$ cat config.mk
export PLATFORM = sky130hd
export DESIGN_NAME = lsb_audio_stego_flat
export DESIGN_NICKNAME = d
export VERILOG_FILES = /design/src/hdl/lsbs_pkg.sv /design/src/hdl/lsbs_in_if.sv /design/src/hdl/lsbs_out_if.sv /design/src/hdl/lsbs_queue.sv /design/src/hdl/lsbs_front.sv /design/src/hdl/lsbs_back.sv /design/src/hdl/lsb_audio_stego.sv /design/src/flat_wrapper.sv
export VERILOG_INCLUDE_DIRS = /design/src /design/src/hdl
export SDC_FILE = /design/constraint.sdc
export NUM_CORES = 1
export LEC_CHECK = 0
export BUFFER_PORTS_ARGS = -buffer_cell sky130_fd_sc_hd__buf_2
export CAP_MARGIN = 20
export CORE_ASPECT_RATIO = 0.75
export CORE_MARGIN = 3
export CORE_UTILIZATION = 60
export DETAILED_ROUTE_END_ITERATION = 8
export HOLD_SLACK_MARGIN = 0.12
export PLACE_DENSITY = 0.76
export SYNTH_ARGS = -nofsm -noshare
export SYNTH_HDL_FRONTEND = slang
export SYNTH_SLANG_ARGS = --single-unit
$ cat constraint.sdc
create_clock -name clk -period 16.7 [get_ports clk]
set_input_delay 1.67 -clock clk [delete_from_list [all_inputs] [get_ports clk]]
set_output_delay 1.67 -clock clk [all_outputs]
set_load 0.005 [all_outputs]
$ cat src/hdl/assert_macros.svh
// assertion macros used by the top level's self checks
`ifndef ASSERT_MACROS_SVH
`define ASSERT_MACROS_SVH

// property must hold at every clock edge out of reset
`define ASSERT_ALWAYS(name, prop, msg) \
	name: assert property (@(posedge clk) disable iff (!arst_n) (prop)) else $error(msg);

// property must never hold at a clock edge out of reset
`define ASSERT_NEVER(name, prop, msg) \
	name: assert property (@(posedge clk) disable iff (!arst_n) !(prop)) else $error(msg);

`endif

$ cat src/hdl/lsbs_pkg.sv
// shared types and constants for the lsb audio stego block
`timescale 1ns / 1ps

package lsbs_pkg;

	// field widths
	localparam int BYTE_W = 8;
	localparam int STRIDE_W = 6;
	localparam int OFFSET_W = 5;

	// stride limits and default
	localparam logic [STRIDE_W-1:0] STRIDE_MIN = 6'd8;
	localparam logic [STRIDE_W-1:0] STRIDE_MAX = 6'd32;
	localparam logic [STRIDE_W-1:0] STRIDE_RESET = 6'd16;

	// header settings
	localparam int LENGTH_BYTES_DEFAULT = 4;
	localparam int LENGTH_WORD_BYTES = 4;
	localparam int LENGTH_W = 32;

	// queue between front and back
	localparam int QUEUE_DEPTH = 2;

	// configuration port
	localparam int CFG_INDEX_W = 1;
	localparam int CFG_DATA_W = STRIDE_W;
	localparam logic [CFG_INDEX_W-1:0] CFG_EMBED_MODE = 1'd0;
	localparam logic [CFG_INDEX_W-1:0] CFG_GROUP_STRIDE = 1'd1;

	// carrier slot numbers within a group
	localparam logic [1:0] SLOT_0 = 2'd0;
	localparam logic [1:0] SLOT_1 = 2'd1;
	localparam logic [1:0] SLOT_2 = 2'd2;
	localparam logic [1:0] SLOT_3 = 2'd3;

	// classified item handed from front to back
	typedef struct packed {
		logic [BYTE_W-1:0] out_byte;
		logic taken;
		logic [1:0] pair;
		logic start;
		logic gather;
		logic last;
	} lsbs_item_t;

	// queue status seen by the top level and the back
	typedef struct packed {
		logic empty;
		logic full;
	} q_status_t;

endpackage

$ cat src/hdl/lsbs_in_if.sv
// input channel: one carrier byte transaction with its message side fields
`timescale 1ns / 1ps

interface lsbs_in_if;
	logic valid;
	logic ready;
	logic [7:0] carrier_byte;
	logic [7:0] message_byte;
	logic message_available;
	logic data_start;

	modport source (
		output valid, carrier_byte, message_byte, message_available, data_start,
		input ready
	);
	modport sink (
		input valid, carrier_byte, message_byte, message_available, data_start,
		output ready
	);
endinterface

$ cat src/hdl/lsbs_out_if.sv
// output channel: one result transaction per carrier byte
`timescale 1ns / 1ps

interface lsbs_out_if;
	logic valid;
	logic ready;
	logic [7:0] out_byte;
	logic message_taken;
	logic [7:0] recovered_byte;
	logic recovered_valid;
	logic extract_done;

	modport source (
		output valid, out_byte, message_taken, recovered_byte, recovered_valid,
			extract_done,
		input ready
	);
	modport sink (
		input valid, out_byte, message_taken, recovered_byte, recovered_valid,
			extract_done,
		output ready
	);
endinterface

$ cat src/hdl/lsbs_queue.sv
// short fifo of classified items between front and back
`timescale 1ns / 1ps

module lsbs_queue
	import lsbs_pkg::*;
(
	input  logic clk,
	input  logic arst_n,
	input  logic push,
	input  lsbs_item_t push_item,
	input  logic pop,
	output lsbs_item_t pop_item,
	output q_status_t status
);

	localparam int PTR_W = (QUEUE_DEPTH > 1) ? $clog2(QUEUE_DEPTH) : 1;
	localparam int CNT_W = $clog2(QUEUE_DEPTH + 1);
	localparam logic [PTR_W-1:0] PTR_LAST = PTR_W'(QUEUE_DEPTH - 1);

	lsbs_item_t entry_q [QUEUE_DEPTH];
	logic [PTR_W-1:0] wr_ptr_q;
	logic [PTR_W-1:0] rd_ptr_q;
	logic [CNT_W-1:0] count_q;

	// status flags
	assign status.empty = (count_q == '0);
	assign status.full = (count_q == CNT_W'(QUEUE_DEPTH));
	assign pop_item = entry_q[rd_ptr_q];

	// storage
	always_ff @(posedge clk) begin
		if (push) begin
			entry_q[wr_ptr_q] <= push_item;
		end
	end

	// pointers and fill count
	always_ff @(posedge clk or negedge arst_n) begin
		if (!arst_n) begin
			wr_ptr_q <= '0;
			rd_ptr_q <= '0;
			count_q <= '0;
		end else begin
			if (push) begin
				wr_ptr_q <= (wr_ptr_q == PTR_LAST) ? '0 : wr_ptr_q + 1'b1;
			end
			if (pop) begin
				rd_ptr_q <= (rd_ptr_q == PTR_LAST) ? '0 : rd_ptr_q + 1'b1;
			end
			if (push && !pop) begin
				count_q <= count_q + 1'b1;
			end else if (pop && !push) begin
				count_q <= count_q - 1'b1;
			end
		end
	end

endmodule

$ cat src/hdl/lsbs_front.sv
// front end: group position tracking, slot classification and embedding
`timescale 1ns / 1ps

module lsbs_front
	import lsbs_pkg::*;
(
	input  logic clk,
	input  logic arst_n,
	input  logic embed_mode,
	input  logic [STRIDE_W-1:0] group_stride,
	input  logic accept,
	input  logic [BYTE_W-1:0] carrier_byte,
	input  logic [BYTE_W-1:0] message_byte,
	input  logic message_available,
	input  logic data_start,
	output lsbs_item_t item
);

	logic [OFFSET_W-1:0] offset_q;
	logic [BYTE_W-1:0] latch_q;
	logic active_q;

	logic [STRIDE_W-1:0] stride;
	logic [3:0] step;
	logic [OFFSET_W-1:0] step1, step2, step3;
	logic [OFFSET_W-1:0] offset;
	logic [STRIDE_W-1:0] offset_inc;
	logic [OFFSET_W-1:0] offset_next;
	logic hit0, hit1, hit2, hit3, slot_valid;
	logic [1:0] slot;
	logic [BYTE_W-1:0] latch_next;
	logic active_next;
	logic taken;
	logic [1:0] pair;

	// clamp stride and derive slot spacing
	always_comb begin
		if (group_stride < STRIDE_MIN) begin
			stride = STRIDE_MIN;
		end else if (group_stride > STRIDE_MAX) begin
			stride = STRIDE_MAX;
		end else begin
			stride = group_stride;
		end
		step = stride[5:2];
		step1 = {1'b0, step};
		step2 = {step, 1'b0};
		step3 = step1 + step2;
	end

	// slot classification and next position
	always_comb begin
		offset = data_start ? '0 : offset_q;
		hit0 = (offset == '0);
		hit1 = (offset == step1);
		hit2 = (offset == step2);
		hit3 = (offset == step3);
		slot_valid = hit0 | hit1 | hit2 | hit3;
		if (hit3) begin
			slot = SLOT_3;
		end else if (hit2) begin
			slot = SLOT_2;
		end else if (hit1) begin
			slot = SLOT_1;
		end else begin
			slot = SLOT_0;
		end
		offset_inc = {1'b0, offset} + 6'd1;
		offset_next = (offset_inc >= stride) ? '0 : offset_inc[OFFSET_W-1:0];
	end

	// message latch and bit pair substitution
	always_comb begin
		latch_next = data_start ? '0 : latch_q;
		active_next = data_start ? 1'b0 : active_q;
		taken = 1'b0;
		if (embed_mode && hit0) begin
			if (message_available) begin
				latch_next = message_byte;
				active_next = 1'b1;
				taken = 1'b1;
			end else begin
				active_next = 1'b0;
			end
		end
		case (slot)
			SLOT_0: pair = latch_next[7:6];
			SLOT_1: pair = latch_next[5:4];
			SLOT_2: pair = latch_next[3:2];
			SLOT_3: pair = latch_next[1:0];
			default: pair = latch_next[1:0];
		endcase
		item.out_byte = carrier_byte;
		if (embed_mode && active_next && slot_valid) begin
			item.out_byte = {carrier_byte[7:2], pair};
		end
		item.taken = taken;
		item.pair = carrier_byte[1:0];
		item.start = data_start;
		item.gather = !embed_mode && slot_valid;
		item.last = hit3;
	end

	// front state
	always_ff @(posedge clk or negedge arst_n) begin
		if (!arst_n) begin
			offset_q <= '0;
			latch_q <= '0;
			active_q <= 1'b0;
		end else if (accept) begin
			offset_q <= offset_next;
			latch_q <= latch_next;
			active_q <= active_next;
		end
	end

endmodule

$ cat src/hdl/lsbs_back.sv
// back end: pair gathering, header decode, payload emission and output register
`timescale 1ns / 1ps

module lsbs_back
	import lsbs_pkg::*;
#(
	parameter int LENGTH_BYTES = LENGTH_BYTES_DEFAULT
) (
	input  logic clk,
	input  logic arst_n,
	input  lsbs_item_t item,
	input  q_status_t q_status,
	output logic pop,
	lsbs_out_if.source tx
);

	localparam int HC_W = $clog2(LENGTH_BYTES + 1);
	localparam logic [HC_W-1:0] HC_LIMIT = HC_W'(LENGTH_BYTES);

	logic [BYTE_W-1:0] gather_q;
	logic [HC_W-1:0] header_q;
	logic [LENGTH_W-1:0] length_q;
	logic [LENGTH_W-1:0] count_q;

	logic tx_valid_q;
	logic [BYTE_W-1:0] out_byte_q;
	logic taken_q;
	logic [BYTE_W-1:0] rec_byte_q;
	logic rec_valid_q;
	logic done_q;

	logic [BYTE_W-1:0] gather_n;
	logic [HC_W-1:0] header_n;
	logic [LENGTH_W-1:0] length_n;
	logic [LENGTH_W-1:0] count_n;
	logic [BYTE_W-1:0] rec_byte;
	logic rec_valid;
	logic done;
	logic load;

	// header complete and every announced payload byte sent
	function automatic logic finished(input logic [HC_W-1:0] hc,
			input logic [LENGTH_W-1:0] len, input logic [LENGTH_W-1:0] cnt);
		logic [LENGTH_W:0] sum;
		sum = {1'b0, cnt} + (LENGTH_W + 1)'(LENGTH_BYTES);
		return (hc >= HC_LIMIT) && (sum >= {1'b0, len});
	endfunction

	// output register frees when empty or taken
	assign load = !tx_valid_q || tx.ready;
	assign pop = load && !q_status.empty;

	// gather and decode for the item at the queue head
	always_comb begin
		gather_n = item.start ? '0 : gather_q;
		header_n = item.start ? '0 : header_q;
		length_n = item.start ? '0 : length_q;
		count_n = item.start ? '0 : count_q;
		rec_byte = '0;
		rec_valid = 1'b0;
		if (item.gather) begin
			gather_n = {gather_n[5:0], item.pair};
			if (item.last) begin
				if (header_n < HC_LIMIT) begin
					if (int'(header_n) < LENGTH_WORD_BYTES) begin
						length_n = length_n | (LENGTH_W'(gather_n) << {header_n, 3'b000});
					end
					header_n = header_n + 1'b1;
				end else if (!finished(header_n, length_n, count_n)) begin
					rec_byte = gather_n;
					rec_valid = 1'b1;
					count_n = count_n + 1'b1;
				end
			end
		end
		done = finished(header_n, length_n, count_n);
	end

	// extraction state
	always_ff @(posedge clk or negedge arst_n) begin
		if (!arst_n) begin
			gather_q <= '0;
			header_q <= '0;
			length_q <= '0;
			count_q <= '0;
		end else if (pop) begin
			gather_q <= gather_n;
			header_q <= header_n;
			length_q <= length_n;
			count_q <= count_n;
		end
	end

	// output valid
	always_ff @(posedge clk or negedge arst_n) begin
		if (!arst_n) begin
			tx_valid_q <= 1'b0;
		end else if (load) begin
			tx_valid_q <= !q_status.empty;
		end
	end

	// output payload
	always_ff @(posedge clk) begin
		if (pop) begin
			out_byte_q <= item.out_byte;
			taken_q <= item.taken;
			rec_byte_q <= rec_byte;
			rec_valid_q <= rec_valid;
			done_q <= done;
		end
	end

	assign tx.valid = tx_valid_q;
	assign tx.out_byte = out_byte_q;
	assign tx.message_taken = taken_q;
	assign tx.recovered_byte = rec_byte_q;
	assign tx.recovered_valid = rec_valid_q;
	assign tx.extract_done = done_q;

endmodule

$ cat src/hdl/lsb_audio_stego.sv
// lsb audio stego top level: two-bit lsb embed and extract on a byte stream
//
// usage: carrier bytes enter on rx, one per transaction, with the next message
// byte, its availability flag and a data_start mark on the first data byte.
// every rx transaction yields exactly one tx transaction in order: the carrier
// byte after embedding, a message_taken flag, an extracted payload byte with
// its valid flag, and extract_done once the announced payload has been sent.
// embed_mode and group_stride must be written on the cfg port only while the
// stream is idle; the block itself does not enforce this. the front tracks
// the group position and embeds; a two entry fifo then feeds the back, which
// gathers pairs and decodes the length header. throughput is one transaction
// per cycle while tx does not stall, set by the single output register and
// the back end state update. reset clears all counters, the fifo and the
// output valid, selects extract mode and a stride of 16. when tx stalls the
// result holds in the output register, the fifo absorbs up to two more
// transactions, and rx ready drops only when the fifo is full.
`timescale 1ns / 1ps

module lsb_audio_stego
	import lsbs_pkg::*;
#(
	parameter int LENGTH_BYTES = LENGTH_BYTES_DEFAULT
) (
	input  logic clk,
	input  logic arst_n,
	input  logic cfg_we,
	input  logic [CFG_INDEX_W-1:0] cfg_index,
	input  logic [CFG_DATA_W-1:0] cfg_data,
	lsbs_in_if.sink rx,
	lsbs_out_if.source tx
);

	`include "assert_macros.svh"

	logic embed_mode_q;
	logic [STRIDE_W-1:0] group_stride_q;
	logic push;
	logic pop;
	lsbs_item_t front_item;
	lsbs_item_t head_item;
	q_status_t q_stat;

	// configuration registers
	always_ff @(posedge clk or negedge arst_n) begin
		if (!arst_n) begin
			embed_mode_q <= 1'b0;
			group_stride_q <= STRIDE_RESET;
		end else if (cfg_we) begin
			case (cfg_index)
				CFG_EMBED_MODE: embed_mode_q <= cfg_data[0];
				CFG_GROUP_STRIDE: group_stride_q <= cfg_data;
				default: ;
			endcase
		end
	end

	// input transaction accepted while the fifo has room
	assign rx.ready = !q_stat.full;
	assign push = rx.valid && rx.ready;

	lsbs_front u_front (
		.clk(clk),
		.arst_n(arst_n),
		.embed_mode(embed_mode_q),
		.group_stride(group_stride_q),
		.accept(push),
		.carrier_byte(rx.carrier_byte),
		.message_byte(rx.message_byte),
		.message_available(rx.message_available),
		.data_start(rx.data_start),
		.item(front_item)
	);

	lsbs_queue u_queue (
		.clk(clk),
		.arst_n(arst_n),
		.push(push),
		.push_item(front_item),
		.pop(pop),
		.pop_item(head_item),
		.status(q_stat)
	);

	lsbs_back #(
		.LENGTH_BYTES(LENGTH_BYTES)
	) u_back (
		.clk(clk),
		.arst_n(arst_n),
		.item(head_item),
		.q_status(q_stat),
		.pop(pop),
		.tx(tx)
	);

	// checks
	`ASSERT_NEVER(a_no_overflow, push && q_stat.full, "push into full fifo")
	`ASSERT_NEVER(a_no_underflow, pop && q_stat.empty, "pop from empty fifo")
	`ASSERT_NEVER(a_mode_exclusive, tx.valid && tx.recovered_valid && tx.message_taken,
		"message taken and byte recovered in one transaction")
	`ASSERT_ALWAYS(a_pop_when_free, (!tx.valid && !q_stat.empty) |-> pop,
		"back end idles with work queued")

endmodule
$ cat src/flat_wrapper.sv
// flat-port wrapper written by rule: the top's interface ports become plain ports
module lsb_audio_stego_flat import lsbs_pkg::*;
#(
	parameter int LENGTH_BYTES = LENGTH_BYTES_DEFAULT
)
  (clk, arst_n, cfg_we, cfg_index, cfg_data, rx_valid, rx_carrier_byte, rx_message_byte, rx_message_available, rx_data_start, rx_ready, tx_valid, tx_out_byte, tx_message_taken, tx_recovered_byte, tx_recovered_valid, tx_extract_done, tx_ready);
  lsbs_in_if rx_i ();
  lsbs_out_if tx_i ();
  input  logic clk;
  input  logic arst_n;
  input  logic cfg_we;
  input  logic [CFG_INDEX_W-1:0] cfg_index;
  input  logic [CFG_DATA_W-1:0] cfg_data;
  input wire logic [$bits(rx_i.valid)-1:0] rx_valid;
  input wire logic [$bits(rx_i.carrier_byte)-1:0] rx_carrier_byte;
  input wire logic [$bits(rx_i.message_byte)-1:0] rx_message_byte;
  input wire logic [$bits(rx_i.message_available)-1:0] rx_message_available;
  input wire logic [$bits(rx_i.data_start)-1:0] rx_data_start;
  output wire logic [$bits(rx_i.ready)-1:0] rx_ready;
  output wire logic [$bits(tx_i.valid)-1:0] tx_valid;
  output wire logic [$bits(tx_i.out_byte)-1:0] tx_out_byte;
  output wire logic [$bits(tx_i.message_taken)-1:0] tx_message_taken;
  output wire logic [$bits(tx_i.recovered_byte)-1:0] tx_recovered_byte;
  output wire logic [$bits(tx_i.recovered_valid)-1:0] tx_recovered_valid;
  output wire logic [$bits(tx_i.extract_done)-1:0] tx_extract_done;
  input wire logic [$bits(tx_i.ready)-1:0] tx_ready;
  assign rx_i.valid = rx_valid;
  assign rx_i.carrier_byte = rx_carrier_byte;
  assign rx_i.message_byte = rx_message_byte;
  assign rx_i.message_available = rx_message_available;
  assign rx_i.data_start = rx_data_start;
  assign rx_ready = rx_i.ready;
  assign tx_valid = tx_i.valid;
  assign tx_out_byte = tx_i.out_byte;
  assign tx_message_taken = tx_i.message_taken;
  assign tx_recovered_byte = tx_i.recovered_byte;
  assign tx_recovered_valid = tx_i.recovered_valid;
  assign tx_extract_done = tx_i.extract_done;
  assign tx_i.ready = tx_ready;
  lsb_audio_stego #(.LENGTH_BYTES(LENGTH_BYTES)) u_core (.clk(clk), .arst_n(arst_n), .cfg_we(cfg_we), .cfg_index(cfg_index), .cfg_data(cfg_data), .rx(rx_i), .tx(tx_i));
endmodule
==> out/results.txt, run 1 <==
Reg2reg start: u_core.u_queue.rd_ptr_q
Slew @ Worst Pin: 837 ps
RSZ-0062 raised after global routing: no
Vias: 9346
Largest net degree at the start of global routing: 62
Share of layout cells above drive strength 1: 11.9%
Hold slack: 481 ps
Via-to-Cell Ratio: 6.44
Critical path class: reg2reg
Fin cells: 1452
Die Y: 121 um
N_diodes: 0
Hold path start: u_core.u_front.latch_q[1]
First-pass GRT wire length: 48.6 mm
Most common cell after layout, fill and taps aside: nand2_1
WL met1: 13.0 mm
Fmax: 0.0928 GHz
Std-Cell Rows: 41
Crit-path slowest cell: dfrtp_1
Post-route ant nets: 0
Layout Skew: 17.1 ps
EDFF count, synth: 47
DR top layer: met4
Final weighted congestion of routability-driven global placement: 0.973
Cts hold-fix bufs: 0
Top post-synthesis cells by area: dfrtp_1 (23%), edfxtp_1 (13%), ha_1 (9.5%), nand2_1 (7.0%), xnor2_1 (4.3%)
Die area: 19300 sq um
Fill cell count: 1397
Core Area: 17000 sq um
Final Max Tran Viols: 0
Pre-antenna DRT Iters: 7
Port Buf Inserts: 50
LEAKAGE: 4.98 nW
R2R depth: 35
Top delay family on crit path: simple AND/OR/NAND/NOR gates
Warnings from Yosys: 0
# setup viols final: 0
Area leader, netlist: dfrtp_1
DRC violations left: 0
Post-Route WL: 29.8 mm
CP required: 16990 ps
Final clock period utilization by the worst path: 64.5%
Fin nets: 1314
Final Hold Viols: 0
H-Tree Depth: 4
Top Ports: 51
Min Tclk post-route: 10770 ps
Tot Pwr: 0.00132 W
Worst Hold Class: reg2reg
Primary FF master, synth: dfrtp_1
Most frequent cells in the layout: nand2_1 (197), dfrtp_1 (98), nor2_1 (84)
Status: finished, final reports clean
Antenna violations before repair: 0
CTS clk-pin slew, worst paths: 80 ps
Avg WL per Cell: 20.5 um
Gr ovfl total: 0
CP max stage delay: 890 ps
# resized after CTS: 0
Post-CTS Setup Inserts: 0
Post-DP HPWL: 21.9 mm
Critical path peak fanout: 57
P per Cell Area: 114 nW/um^2
Bufs and invs on worst path: 4
Total Neg Setup Slack: 0 ps
DR iter-0 viols: 1108
CTS tree: yes
Peak VDD IR: 0.0892 mV
Reg2reg end: u_core.u_back.tx.extract_done
Clock Sinks: 146
Yosys top cell area share: 23.2%
Worst skew pair latency: 440 ps
Die Wd: 159 um
Worst hold path depth: 2
DP Cell Count: 1418
WP depth: 35
Yosys reg bits: 146
Relative slew slack: 44.2%
Root buffer cell: clkbuf_16
Startpoint Class: register
Vias in the first global route: 9019
DR WL met2: 13.4 mm
Synthesized area per cell: 9.01 sq um
Post-layout util: 68.2%
Post-Synthesis Cell Area: 10600 sq um
Worst EP arrival: 11060 ps
Max cap viols: 0
Netlist cell types: 77
CTS buffer count: 17
Asr flop ratio synth: 67.8%
Area Growth Syn to Fin: 9.96%
Metal3 WL: 2.38 mm
R2r setup slk: 5930 ps
Initial core utilization: 62.0%
CTS max path bufs: 2
Hold endpoint: u_core.u_front.latch_q[1]
Crit end category: register
Post-Synthesis Net Count: 1284
Gr usage total: 31.8%
Cells after Synth: 1173
Sequential-to-total area share from yosys stat: 36.8%
==> worst max path at each step <==
stage,slack [ps],endpoint,from
floorplan,8140,u_core.u_back.tx.extract_done,u_core.u_queue.rd_ptr_q
global placement,6580,u_core.u_back.tx.extract_done,u_core.u_queue.rd_ptr_q
detailed placement,6290,u_core.u_back.tx.extract_done,u_core.u_queue.rd_ptr_q
CTS,6190,u_core.u_back.tx.extract_done,u_core.u_queue.rd_ptr_q
global route,4960,u_core.u_back.tx.extract_done,u_core.u_queue.rd_ptr_q
finish,5930,u_core.u_back.tx.extract_done,u_core.u_queue.rd_ptr_q
==> per-stage QoR <==
stage | worst slack (ps) | cell area (sq um)
floorplan | 8140 | 10600
global placement | 6580 | 11000
detailed placement | 6290 | 11000
CTS | 6190 | 11600
global route | 4960 | 11600
finish | 5930 | 11600
==> Yosys cell counts (30+ instances only) <==
library cell    n
o21ai_0        46
a21oi_1        52
nand2_1       197
xor2_1         37
edfxtp_1       47
dfrtp_1        98
nand4_1        38
xnor2_1        52
nand3_1        36
ha_1           80
nor2_1         84
a22o_1         44
a21boi_0       30
clkbuf_1       47
==> report_power, final <==
part           internal [W]  switching (W)  total [W]  leakage (nW)
Sequential         0.000449      0.0000579   0.000507          1.79
Clock              0.000200       0.000183   0.000384         0.289
Combinational      0.000151       0.000282   0.000433          2.90
Total              0.000800       0.000523    0.00132          4.98
==> layout make-up <==
class / count / area, sq um / area share, %
flip-flops and latches: 146 / 3890 / 33.5
multi-input cells: 949 / 6380 / 54.9
repair buffers: 63 / 372 / 3.20
clock inverters: 15 / 160 / 1.38
clock buffers: 17 / 425 / 3.66
well taps: 236 / 295 / 2.54
inverters: 26 / 97.6 / 0.840
==> worst min-delay path, delay by kind of cell, from the launching register on <==
kind	cells	cell delay, ps
flops	1	340
compound gates	1	60
simple gates	1	40
==> logic make-up after synthesis <==
| kind of cell | Yosys count | synth area share [%] |
|---|---|---|
| AND/OR/NAND/NOR | 502 | 23.5 |
| AO/OA/AOI/OAI | 245 | 16.0 |
| flip-flops | 146 | 36.8 |
| XOR/XNOR | 92 | 7.95 |
| adder cells (fa/ha/maj) | 81 | 9.66 |
| buffers and inverters | 78 | 2.93 |
| multiplexers | 29 | 3.19 |
==> layer usage <==
layer | GRT usage [%] | vias up
met5 | 0 | -
met4 | 12.7 | 0
met3 | 5.22 | 66
met2 | 49.8 | 454
met1 | 44.5 | 4475
li1 | - | 4351
==> sequential cells by signal (all words and copies together), names as in the netlist <==
name                              count
u_core.embed_mode_q                   1
u_core.u_front.active_q               1
u_core.group_stride_q                 6
u_core.u_queue.rd_ptr_q               1
u_core.u_back.tx.valid                1
u_core.u_back.length_q               32
u_core.u_back.tx.message_taken        1
u_core.u_back.tx.recovered_valid      1
u_core.u_queue.wr_ptr_q               1
u_core.u_back.count_q                32
u_core.u_front.latch_q                8
u_core.u_back.header_q                3
u_core.u_back.tx.recovered_byte       8
u_core.u_queue.entry_q               28
u_core.u_front.offset_q               5
u_core.u_back.tx.extract_done         1
u_core.u_queue.count_q                2
u_core.u_back.gather_q                6
u_core.u_back.tx.out_byte             8
(Power assumes the default switching activity.)
==> inputs of run 2 (changes only) <==
==> constraint.sdc (replaced) <==
create_clock -name clk -period 10.2 [get_ports clk]
set_input_delay 1.02 -clock clk [delete_from_list [all_inputs] [get_ports clk]]
set_output_delay 1.02 -clock clk [all_outputs]
set_load 0.005 [all_outputs]
==> run 2 against run 1 <==
Effect of this change: largest cell class unchanged; sequential power rose by 64%; largest power group unchanged; die area did not move; worst hold slack improved by 13 ps; setup slack got worse by 5000 ps; critical endpoint unchanged; via count rose by 0.60%; clock power rose by 67%.
==> out/results.txt, run 2 (synthesis gave the netlist of run 1 again) <==
RSZ-0062 raised after global routing: no
Port Buf Inserts: 50 (unchanged)
Clock group share of total power: 29.5% (+0.5 points)
Initial core utilization: 62.0% (unchanged)
Share of layout cells above drive strength 1: 12.2% (+0.23 points)
Die area: 19300 sq um (unchanged)
Std-Cell Rows: 41 (unchanged)
Post-Route WL: 29.6 mm (-0.38%)
Via-to-Cell Ratio: 6.47 (+0.46%)
Pre-antenna DRT Iters: 8 (+1)
Final clock period utilization by the worst path: 90.4% (+26 points)
Min Tclk post-route: 9220 ps (-1550 ps)
Post-CTS Setup Inserts: 0 (unchanged)
Fill cell count: 1402 (+0.36%)
Root buffer cell: clkbuf_16
CTS max path bufs: 2 (unchanged)
Max cap viols: 0 (unchanged)
Peak VDD IR: 0.159 mV (+79%)
Worst EP arrival: 9410 ps (-1650 ps)
Die Wd: 159 um (unchanged)
Post-DP HPWL: 21.5 mm (-1.5%)
Final Max Tran Viols: 0 (unchanged)
Hold slack: 494 ps (+13.3 ps)
Area Growth Syn to Fin: 10.2%
First-pass GRT wire length: 47.5 mm (-2.2%)
Relative slew slack: 24.4% (-20 points)
# resized after CTS: 0 (unchanged)
DR iter-0 viols: 1151 (+3.9%)
Critical path startpoint: u_core.u_queue.rd_ptr_q
CTS tree: yes
CP most frequent cell: nand3_1
Antenna violations before repair: 0 (unchanged)
Gr ovfl total: 0 (unchanged)
LEAKAGE: 4.98 nW (about the same)
Total Neg Setup Slack: 0 ps (unchanged)
R2r setup slk: 980 ps (-4950 ps)
Most common cell after layout, fill and taps aside: nand2_1
CTS clk-pin slew, worst paths: 70 ps (about the same)
Critical path peak fanout: 47 (-18%)
Cts hold-fix bufs: 0 (unchanged)
Fin nets: 1316 (+0.15%)
Clock Sinks: 146 (unchanged)
Startpoint Class: register
Part of the power in registers: 38.1% (-0.2 points)
Slew @ Worst Pin: 1120 ps (+287 ps)
Final Hold Viols: 0 (unchanged)
R2R depth: 28 (-20%)
Worst hold path depth: 2 (unchanged)
Switch Pwr: 0.000869 W (+66%)
Final weighted congestion of routability-driven global placement: 1.01 (+4.2%)
Reg2reg end: u_core.u_back.tx.extract_done
Status: finished, final reports clean
Hold endpoint: u_core.u_front.latch_q[0]
Hold path start: u_core.u_front.latch_q[0]
Avg WL per Cell: 20.4 um (-0.51%)
Cell-internal power: 0.00130 W (+63%)
Most frequent cells in the layout: nand2_1 (197), dfrtp_1 (98), nor2_1 (84)
CP max stage delay: 900 ps (about the same)
N_diodes: 0 (unchanged)
Switching portion of total power: 40.0% (+0.45 points)
Top Ports: 51 (unchanged)
H-Tree Depth: 4 (unchanged)
Vias: 9402 (+0.60%)
CTS buffer count: 17 (unchanged)
Reg2reg start: u_core.u_queue.rd_ptr_q
Core Area: 17000 sq um (unchanged)
Gr usage total: 31.2% (-0.58 points)
DRC violations left: 0 (unchanged)
Fmax: 0.108 GHz (+17%)
Post-route ant nets: 0 (unchanged)
P per Cell Area: 187 nW/um^2 (+64%)
CP required: 10380 ps (-6610 ps)
Top Registers: u_core.u_back.count_q (32), u_core.u_back.length_q (32), u_core.u_queue.entry_q (28)
# setup viols final: 0 (unchanged)
Largest net degree at the start of global routing: 51 (-18%)
Die Y: 121 um (unchanged)
Vias in the first global route: 8966 (-0.59%)
Worst skew pair latency: 440 ps (about the same)
Crit-path slowest cell: nor4_1
Crit end category: register
Tot Pwr: 0.00217 W (+64%)
Combinational Power Share: 32.3% (-0.4 points)
Critical path class: reg2reg
Worst Hold Class: reg2reg
Layout Skew: 16.9 ps (-0.231 ps)
-- run 2: how the worst max path moves through the flow --
stage	end	cells past startpoint	slack (ps)
finish	u_core.u_back.tx.extract_done	28	980
global placement	u_core.u_back.tx.extract_done	28	1580
floorplan	u_core.u_back.tx.extract_done	41	1640
global route	u_core.u_back.tx.extract_done	29	380
CTS	u_core.u_back.tx.extract_done	29	1310
detailed placement	u_core.u_back.tx.extract_done	29	1360
-- run 2: cell type report --
type                    instances  area [sq um]  area share [%]
multi-input cells             949          6380            54.8
flip-flops and latches        146          3890            33.4
clock buffers                  17           425            3.66
repair buffers                 65           369            3.17
well taps                     236           295            2.54
clock inverters                15           178            1.53
inverters                      26          97.6           0.839
-- run 2: power groups by stage --
stage / clock network, W / registers [W] / logic, W
6_report: 0.000642 / 0.000829 / 0.000702
5_1_grt: 0.000674 / 0.000841 / 0.000773
4_1_cts: 0.000649 / 0.000827 / 0.000690
3_5_place_dp: 0 / 0.000835 / 0.000685
3_3_place_gp: 0 / 0.000832 / 0.000672
2_1_floorplan: 0 / 0.000791 / 0.000496
-- run 2: layer usage --
metal  part of all wire, %  GRT usage [%]
met5                     0              0
met4                   3.6           13.5
met3                   9.2           5.66
met2                    44           48.0
met1                    43           43.7
-- run 2: through the flow --
| stage | std cells | util, % | worst slack (ps) | instance area (sq um) |
|---|---|---|---|---|
| after floorplan | 1173 | - | 1640 | 10600 |
| after global routing | 1454 | 68.3 | 382 | 11600 |
| final | 1454 | 68.3 | 975 | 11600 |
| after global placement | 1420 | 64.7 | 1580 | 11000 |
| after detailed placement | 1420 | 64.7 | 1360 | 11000 |
| after CTS | 1452 | 68.2 | 1310 | 11600 |
-- run 2: critical path: cells and delay by family (launching register included) --
| family | cells | cell delay (ps) |
|---|---|---|
| adder cells (fa/ha/maj) | 3 | 910 |
| AO/OA/AOI/OAI | 8 | 1840 |
| flip-flops | 1 | 870 |
| multiplexers | 1 | 450 |
| AND/OR/NAND/NOR | 10 | 3220 |
| XOR/XNOR | 3 | 640 |
| buffers and inverters | 3 | 980 |
==> inputs of run 3 (changes only) <==
==> constraint.sdc (replaced) <==
create_clock -name clk -period 10.2 [get_ports clk]
set_input_delay 0.51 -clock clk [delete_from_list [all_inputs] [get_ports clk]]
set_output_delay 0.51 -clock clk [all_outputs]
set_load 0.005 [all_outputs]
==> run 3 against run 2 <==
Effect of this change: final cell count barely moved; via count shrank 0.86%; sequential power barely moved; clock-buffer cell count stayed put; register-to-register slack gained 60 ps; highest routed layer unchanged; critical path type unchanged; critical endpoint unchanged; largest power group unchanged; flip-flop and latch count is the same; maximum frequency rose by 0.70%; first-iteration DRC count rose by 4.4%; worst hold slack lost 250 ps; setup slack improved by 64 ps; die area unchanged; design area is essentially flat.
==> out/results.txt, run 3 (synthesis gave the netlist of run 1 again) <==
LEAKAGE: 4.98 nW (about the same)
Worst skew pair latency: 440 ps (about the same)
Crit end category: register
Post-route ant nets: 0 (unchanged)
Post-DP HPWL: 21.5 mm (unchanged)
Critical path class: reg2reg
Avg WL per Cell: 20.3 um (-0.41%)
Switching portion of total power: 39.9% (-0.084 points)
Startpoint Class: register
Peak VDD IR: 0.160 mV (+0.14%)
Switch Pwr: 0.000866 W (-0.33%)
Gr usage total: 31.2% (unchanged)
Slew @ Worst Pin: 1060 ps (-61.1 ps)
Share of layout cells above drive strength 1: 12.1% (about the same)
First-pass GRT wire length: 47.5 mm (unchanged)
Total Neg Setup Slack: 0 ps (unchanged)
Worst Hold Class: in2reg
Die Y: 121 um (unchanged)
DP Cell Count: 1420 (unchanged)
Final Max Tran Viols: 0 (unchanged)
RSZ-0062 raised after global routing: no
Final clock period utilization by the worst path: 89.8% (-0.63 points)
Critical path peak fanout: 47 (unchanged)
H-Tree Depth: 4 (unchanged)
Largest net degree at the start of global routing: 51 (unchanged)
Worst EP arrival: 9340 ps (-70 ps)
Max cap viols: 0 (unchanged)
DRC violations left: 0 (unchanged)
Top Registers: u_core.u_back.count_q (32), u_core.u_back.length_q (32), u_core.u_queue.entry_q (28)
Fmax: 0.109 GHz (+0.70%)
CTS tree: yes
Post-Route WL: 29.5 mm (-0.34%)
Root buffer cell: clkbuf_16
Most common cell after layout, fill and taps aside: nand2_1
Gr ovfl total: 0 (unchanged)
Vias in the first global route: 8966 (unchanged)
Antenna violations before repair: 0 (unchanged)
Clock group share of total power: 29.5% (about the same)
CP most frequent cell: nand3_1
Fin cells: 1455 (+0.069%)
N_diodes: 0 (unchanged)
Port Buf Inserts: 50 (unchanged)
Metal3 WL: 2.63 mm (-3.6%)
CTS max path bufs: 2 (unchanged)
Die Wd: 159 um (unchanged)
Final weighted congestion of routability-driven global placement: 1.01 (unchanged)
Vias: 9321 (-0.86%)
Std-Cell Rows: 41 (unchanged)
Via-to-Cell Ratio: 6.41 (-0.93%)
Combinational Power Share: 32.4% (about the same)
DR WL met2: 13.1 mm (-0.52%)
DR top layer: met4
P per Cell Area: 186 nW/um^2 (-0.21%)
CP required: 10380 ps (about the same)
Fin nets: 1317 (+0.076%)
Top Ports: 51 (unchanged)
Final Hold Viols: 0 (unchanged)
Die area: 19300 sq um (unchanged)
Layout Skew: 19.2 ps (+2.34 ps)
Status: finished, final reports clean
CP max stage delay: 870 ps (-30 ps)
DR iter-0 viols: 1202 (+4.4%)
Most frequent cells in the layout: nand2_1 (197), dfrtp_1 (98), nor2_1 (84)
Part of the power in registers: 38.2% (about the same)
WL met1: 12.8 mm (+0.54%)
Initial core utilization: 62.0% (unchanged)
Crit-path slowest cell: dfrtp_1
Cell-internal power: 0.00130 W (about the same)
Clock Sinks: 146 (unchanged)
Area Growth Syn to Fin: 10.3% (about the same)
Relative slew slack: 28.5% (+4.1 points)
CTS clk-pin slew, worst paths: 80 ps (about the same)
CTS buffer count: 17 (unchanged)
Min Tclk post-route: 9160 ps (-64.1 ps)
# resized after CTS: 0 (unchanged)
Pre-antenna DRT Iters: 5 (-3)
# setup viols final: 0 (unchanged)
Core Area: 17000 sq um (unchanged)
==> run 3: layout make-up <==
| type | instances | area, sq um |
|---|---|---|
| multi-input combinational | 949 | 6380 |
| fill | 1402 | 5380 |
| sequential | 146 | 3890 |
| clock buffer | 17 | 425 |
| timing repair buffer | 66 | 379 |
| tap | 236 | 295 |
| clock inverter | 15 | 178 |
| inverter | 26 | 97.6 |
==> run 3: worst paths after layout <==
check	startpoint	cells past startpoint	slack [ps]	to
worst max-delay path	u_core.u_queue.rd_ptr_q	28	1040	u_core.u_back.tx.extract_done
worst min-delay path	rx_carrier_byte[2]	1	250	u_core.u_queue.entry_q[0][8]
worst max register to register	u_core.u_queue.rd_ptr_q	28	1040	u_core.u_back.tx.extract_done
worst min register to register	u_core.u_back.gather_q[0]	2	500	u_core.u_back.gather_q[0]
max in group asynchronous	arst_n	3	8480	u_core.u_front.latch_q[6]
min in group asynchronous	arst_n	2	640	u_core.u_back.count_q[8]
==> run 3: power groups by stage <==
stage          Combinational (W)  Clock (W)  Sequential, W
2_1_floorplan           0.000496          0       0.000791
3_3_place_gp            0.000672          0       0.000832
3_5_place_dp            0.000685          0       0.000835
4_1_cts                 0.000691   0.000649       0.000827
5_1_grt                 0.000773   0.000674       0.000841
6_report                0.000702   0.000639       0.000828
==> run 3: timing repair <==
action / CTS / global route
endpoints found under the hold margin: 7 / 0
buffers inserted: 0 / 0
hold buffers: 1 / 0
==> run 3: metal layers <==
layer  vias to the layer above  GRT usage, %
li1                       4330             -
met5                         -             0
met1                      4412          43.8
met2                       494          48.0
met4                         0          13.5
met3                        85          5.63
==> run 3: critical path: cells and delay by family (launching register included) <==
family / cells / cell delay (ps)
DFF: 1 / 870
xor gates and xnor gates: 3 / 620
buffers and inverters: 3 / 980
and+or+nand+nor: 10 / 3230
adders and majority gates: 3 / 910
AOI/OAI and AO/OA: 8 / 1800
muxes: 1 / 450
==> run 3: metrics by stage <==
stage	instance area, sq um	total power, W	hold WS, ps	worst slack [ps]	util, %
after floorplan	10600	0.00129	214	1640	-
final	11600	0.00217	247	1040	68.4
after detailed placement	11000	0.00152	475	1360	64.7
after global placement	11000	0.00150	458	1580	64.7
after global routing	11600	0.00229	243	382	68.4
after CTS	11600	0.00217	239	1310	68.3
